### config.mk
export PLATFORM = sky130hd
export DESIGN_NAME = sht_ctrl
export DESIGN_NICKNAME = d
export VERILOG_FILES = /design/src/sht_pkg.sv /design/src/sht_ctrl.sv
export SDC_FILE = /design/constraint.sdc
export NUM_CORES = 1
export LEC_CHECK = 0
export ABC_AREA = 1
export BUFFER_PORTS_ARGS = -buffer_cell sky130_fd_sc_hd__buf_2
export CAP_MARGIN = 20
export CELL_PAD_IN_SITES_DETAIL_PLACEMENT = 0
export CELL_PAD_IN_SITES_GLOBAL_PLACEMENT = 1
export CORE_AREA = 5 5 42 44
export CTS_CLUSTER_SIZE = 25
export DETAILED_ROUTE_END_ITERATION = 12
export DIE_AREA = 0 0 47 49
export PLACE_DENSITY_LB_ADDON = 0.15
export SYNTH_ARGS = -nofsm -noshare
export SYNTH_HDL_FRONTEND = slang
export SYNTH_SLANG_ARGS = --single-unit
### constraint.sdc
create_clock -name clk -period 1 [get_ports clk]
set_input_delay 0.2 -clock clk [delete_from_list [all_inputs] [get_ports clk]]
set_output_delay 0.2 -clock clk [all_outputs]
set_load 0.02 [all_outputs]
### src/sht_pkg.sv
// ----------------------------------------------------------------------------
// sht_pkg
// Shared types and constants for the symbol hash table: opcodes, result
// status codes, controller states and the command/status bundles.
// ----------------------------------------------------------------------------
package sht_pkg;

  localparam int TABLE_SLOTS_DEF = 1024;
  localparam int KEY_CHARS_DEF   = 6;
  localparam int CHAR_W          = 7;
  localparam int VALUE_W         = 16;
  localparam int OP_W            = 2;
  localparam int STAT_W          = 2;

  localparam logic [OP_W-1:0] OP_LOOKUP = 2'd0;
  localparam logic [OP_W-1:0] OP_INSERT = 2'd1;
  localparam logic [OP_W-1:0] OP_DEFINE = 2'd2;

  localparam logic [STAT_W-1:0] STAT_FOUND = 2'd0;
  localparam logic [STAT_W-1:0] STAT_EMPTY = 2'd1;
  localparam logic [STAT_W-1:0] STAT_FULL  = 2'd2;

  typedef enum logic [2:0] {
    S_CLEAR,
    S_IDLE,
    S_HASH,
    S_READ,
    S_CHECK
  } sht_state_t;

  typedef struct packed {
    logic load;
    logic hash_step;
    logic probe_start;
    logic probe_advance;
    logic clear_wr;
    logic emit;
  } sht_cmd_t;

  typedef struct packed {
    logic hash_last;
    logic cnt_last;
    logic probe_stop;
    logic out_free;
  } sht_sts_t;

endpackage

### src/sht_ctrl.sv
// ----------------------------------------------------------------------------
// sht_ctrl
// Sequencer for the symbol hash table: clearing pass after reset, item
// intake, hashing, and the linear probe walk.
// ----------------------------------------------------------------------------
module sht_ctrl
  import sht_pkg::*;
(
  input  logic     clk,
  input  logic     rst,
  input  logic     in_valid,
  output logic     in_stall,
  input  sht_sts_t sts,
  output sht_cmd_t cmd
);

  sht_state_t state;
  sht_state_t state_next;

  always_ff @(posedge clk) begin
    if (rst) begin
      state <= S_CLEAR;
    end else begin
      state <= state_next;
    end
  end

  always_comb begin
    state_next = state;
    cmd        = '0;
    in_stall   = 1'b1;
    unique case (state)
      S_CLEAR: begin
        cmd.clear_wr = 1'b1;
        if (sts.cnt_last) begin
          state_next = S_IDLE;
        end
      end
      S_IDLE: begin
        in_stall = 1'b0;
        if (in_valid) begin
          cmd.load   = 1'b1;
          state_next = S_HASH;
        end
      end
      S_HASH: begin
        cmd.hash_step = 1'b1;
        if (sts.hash_last) begin
          state_next = S_READ;
        end
      end
      S_READ: begin
        cmd.probe_start = 1'b1;
        state_next      = S_CHECK;
      end
      S_CHECK: begin
        // stop on match or empty slot, or when every slot has been tried
        if (sts.probe_stop || sts.cnt_last) begin
          if (sts.out_free) begin
            cmd.emit   = 1'b1;
            state_next = S_IDLE;
          end
        end else begin
          cmd.probe_advance = 1'b1;
        end
      end
      default: begin
        state_next = S_CLEAR;
      end
    endcase
  end

endmodule

==> flow_metrics.py <==
metrics = {
    "setup_path": {
        "r2r_end": "state[1]$_SDFFE_PP0P_",
        "endpoint_kind": "primary output",
        "reg2reg_depth": 6,
        "setup.worst_path.start_class": "register",
        "r2r_start": "state[1]$_SDFFE_PP0P_",
        "worstSetupPathType": "register to primary output",
        "required_ps": 800,
        "cp.arrival_ps": 1040,
        "r2r_slack_ps": -140,
        "crit_fanout": 5,
    },
    "pwr": {
        "p_leak_nw": 0.311,
        "power_density_nw_per_um2": 2760,
        "ir_worst_vdd_mv": 0.849,
        "power.total_mw": 1.58,
    },
    "clock_tree": {
        "clock_latency_ps": 230,
        "numCtsBuffers": 3,
        "ctsHoldBuffers": 0,
        "cts_tree": "done",
        "htreeDepth": 1,
        "clock_sinks": 3,
        "cts-root-buf": "clkbuf_4",
        "clockBufferDepth": 2,
        "clkTransAtPathRegs_ps": 40,
    },
    "cells_and_area": {
        "largest_register": "state",
        "largest_reg_flops": 3,
        "layout_commonest_cell": "buf_4",
        "nets": 83,
        "design_area_sq_um": 573,
        "mostFrequentLayoutCells": "12 x buf_4, 9 x inv_1, 7 x buf_6, 6 x buf_2",
        "instances_no_fill": 91,
        "utilization_pct": 40.9,
        "area_growth_pct": 113,
        "drive_gt1_share_pct": 65.3,
        "reg_top3": "state (3)",
        "diodes": 0,
        "n_fill_cell": 155,
    },
    "die": {
        "ios": 14,
        "die_w_microns": 47,
        "die-area_sq_um": 2300,
        "core_region_area_sq_um": 1400,
        "num_rows": 14,
        "fp.dieH_microns": 49,
        "start_util_pct": 19.2,
    },
    "detailed_routing": {
        "drtIter0Drc": 5,
        "drc": 0,
        "firstDrtPassIters": 2,
        "wl_per_cell_microns": 8.82,
        "wl_microns": 803,
        "viasPerCell": 3.88,
        "drtAntennaViolNets": 0,
        "vias": 353,
    },
    "global_route": {
        "grt_pass1_vias": 387,
        "track_usage_pct": 8.44,
        "grt_pass1_wl_microns": 1450,
        "grt_max_degree": 9,
        "grt_antenna_before_repair": 0,
        "overflow": 0,
    },
    "worst_hold_path": {
        "holdPathEnd": "state[2]$_SDFFE_PP0P_",
        "hp-class": "primary input to register",
        "holdCritStartpoint": "rst",
        "holdPathStages": 2,
    },
    "timing": {
        "finalHoldViolations": 0,
        "fmax_ghz": 0.810,
        "skew_ps": 4.49,
        "slew_violations": 0,
        "whs_ps": 147,
        "finalSetupViolCount": 10,
        "slew_headroom_pct": 88.7,
        "tightestPinTransition_ps": 170,
        "timing.final.ws_setup_ps": -235,
        "period_minus_slack_ps": 1240,
        "rsz0062_at_grt": "true",
        "tns_ps": -1800,
        "fin_crit_sh_pct": 124,
    },
    "place": {
        "io_buffers": 13,
        "dpl.hpwl_microns": 640,
        "dpl.cell_count": 82,
        "place_area_sq_um": 435,
        "pre_cts_ws_ps": -193,
        "gp_congestion": 0.679,
    },
    "job": {
        "drv_cap": 0,
    },
    "synthesis": {
        "seq_area_frac_synth_pct": 22.3,
        "ys_ff_latch": 3,
        "netlist_instances": 47,
        "synth_nets": 54,
        "synth_warnings": 0,
        "syn-mean-instance-area_sq_um": 5.72,
        "yosysUniqueCellTypes": 13,
        "syn_area_sq_um": 269,
    },
    "outcome": {
        "status": "finished, violations left",
        "violations": "negative setup slack",
    },
}
[cell usage after synthesis, drive strengths merged]
library cell  instances  area share [%]
inv                  12              17
nand2                 9              13
nor2                  9              17
nand3                 7              15
dfxtp                 3              22
a21oi                 2             3.7
nor3                  2             3.7
buf                   1             4.2
nand3b                1             2.8
o21ai                 1             1.9
[worst max path at each step]
| stage | startpoint | end | slack [ps] | cells past startpoint |
|---|---|---|---|---|
| finish | state[1]$_SDFFE_PP0P_ | cmd[4] | -240 | 5 |
| global route | state[0]$_SDFFE_PP0P_ | cmd[2] | -290 | 4 |
| CTS | state[1]$_SDFFE_PP0P_ | cmd[4] | -270 | 5 |
| detailed placement | state[2]$_SDFFE_PP0P_ | state[0]$_SDFFE_PP0P_ | -190 | 7 |
| global placement | state[2]$_SDFFE_PP0P_ | state[0]$_SDFFE_PP0P_ | -200 | 7 |
| floorplan | state[2]$_SDFFE_PP0P_ | state[1]$_SDFFE_PP0P_ | -10 | 7 |
[logic make-up (layout without fill, tap and decap cells)]
kind of cell / Yosys count / count (layout) / synth area share [%]
buffers and inverters: 13 / 41 / 20.9
AOI/OAI and AO/OA: 3 / 3 / 5.58
and+or+nand+nor: 28 / 28 / 51.2
DFF: 3 / 3 / 22.3
[worst max-delay path: stages, from the launching register on]
cell,delay (ps)
dfxtp_4,390
inv_2,50
nor2_4,110
nand2_2,70
inv_2,60
buf_6,110
[routing by layer]
metal,vias to the layer above,GRT usage [%],routed length [microns]
met1,148,10.7,351
li1,198,-,-
met2,7,12.7,403
met3,0,1.11,47
met5,-,0,0
met4,0,5.53,0
[final cells by class]
type                    instances  area (sq um)  share of cell area, %
clock buffers                   4          26.3                   4.59
inverters                      12          45.0                   7.86
multi-input cells              31           211                   36.9
flip-flops and latches          3          71.3                   12.4
well taps                      16          20.0                   3.49
repair buffers                 25           199                   34.7
[repair_timing]
item,CTS,global route
resized for setup,22,5
setup endpoints to repair,10,10
setup buffers,4,2
pin swaps,7,8
[power breakdown]
part,switching (mW),total (mW),internal (mW)
sequential,0.0860,0.271,0.185
combinational,0.526,1.10,0.575
clock,0.0623,0.212,0.150
total,0.674,1.58,0.909
Power figures use the tool's default switching activity.
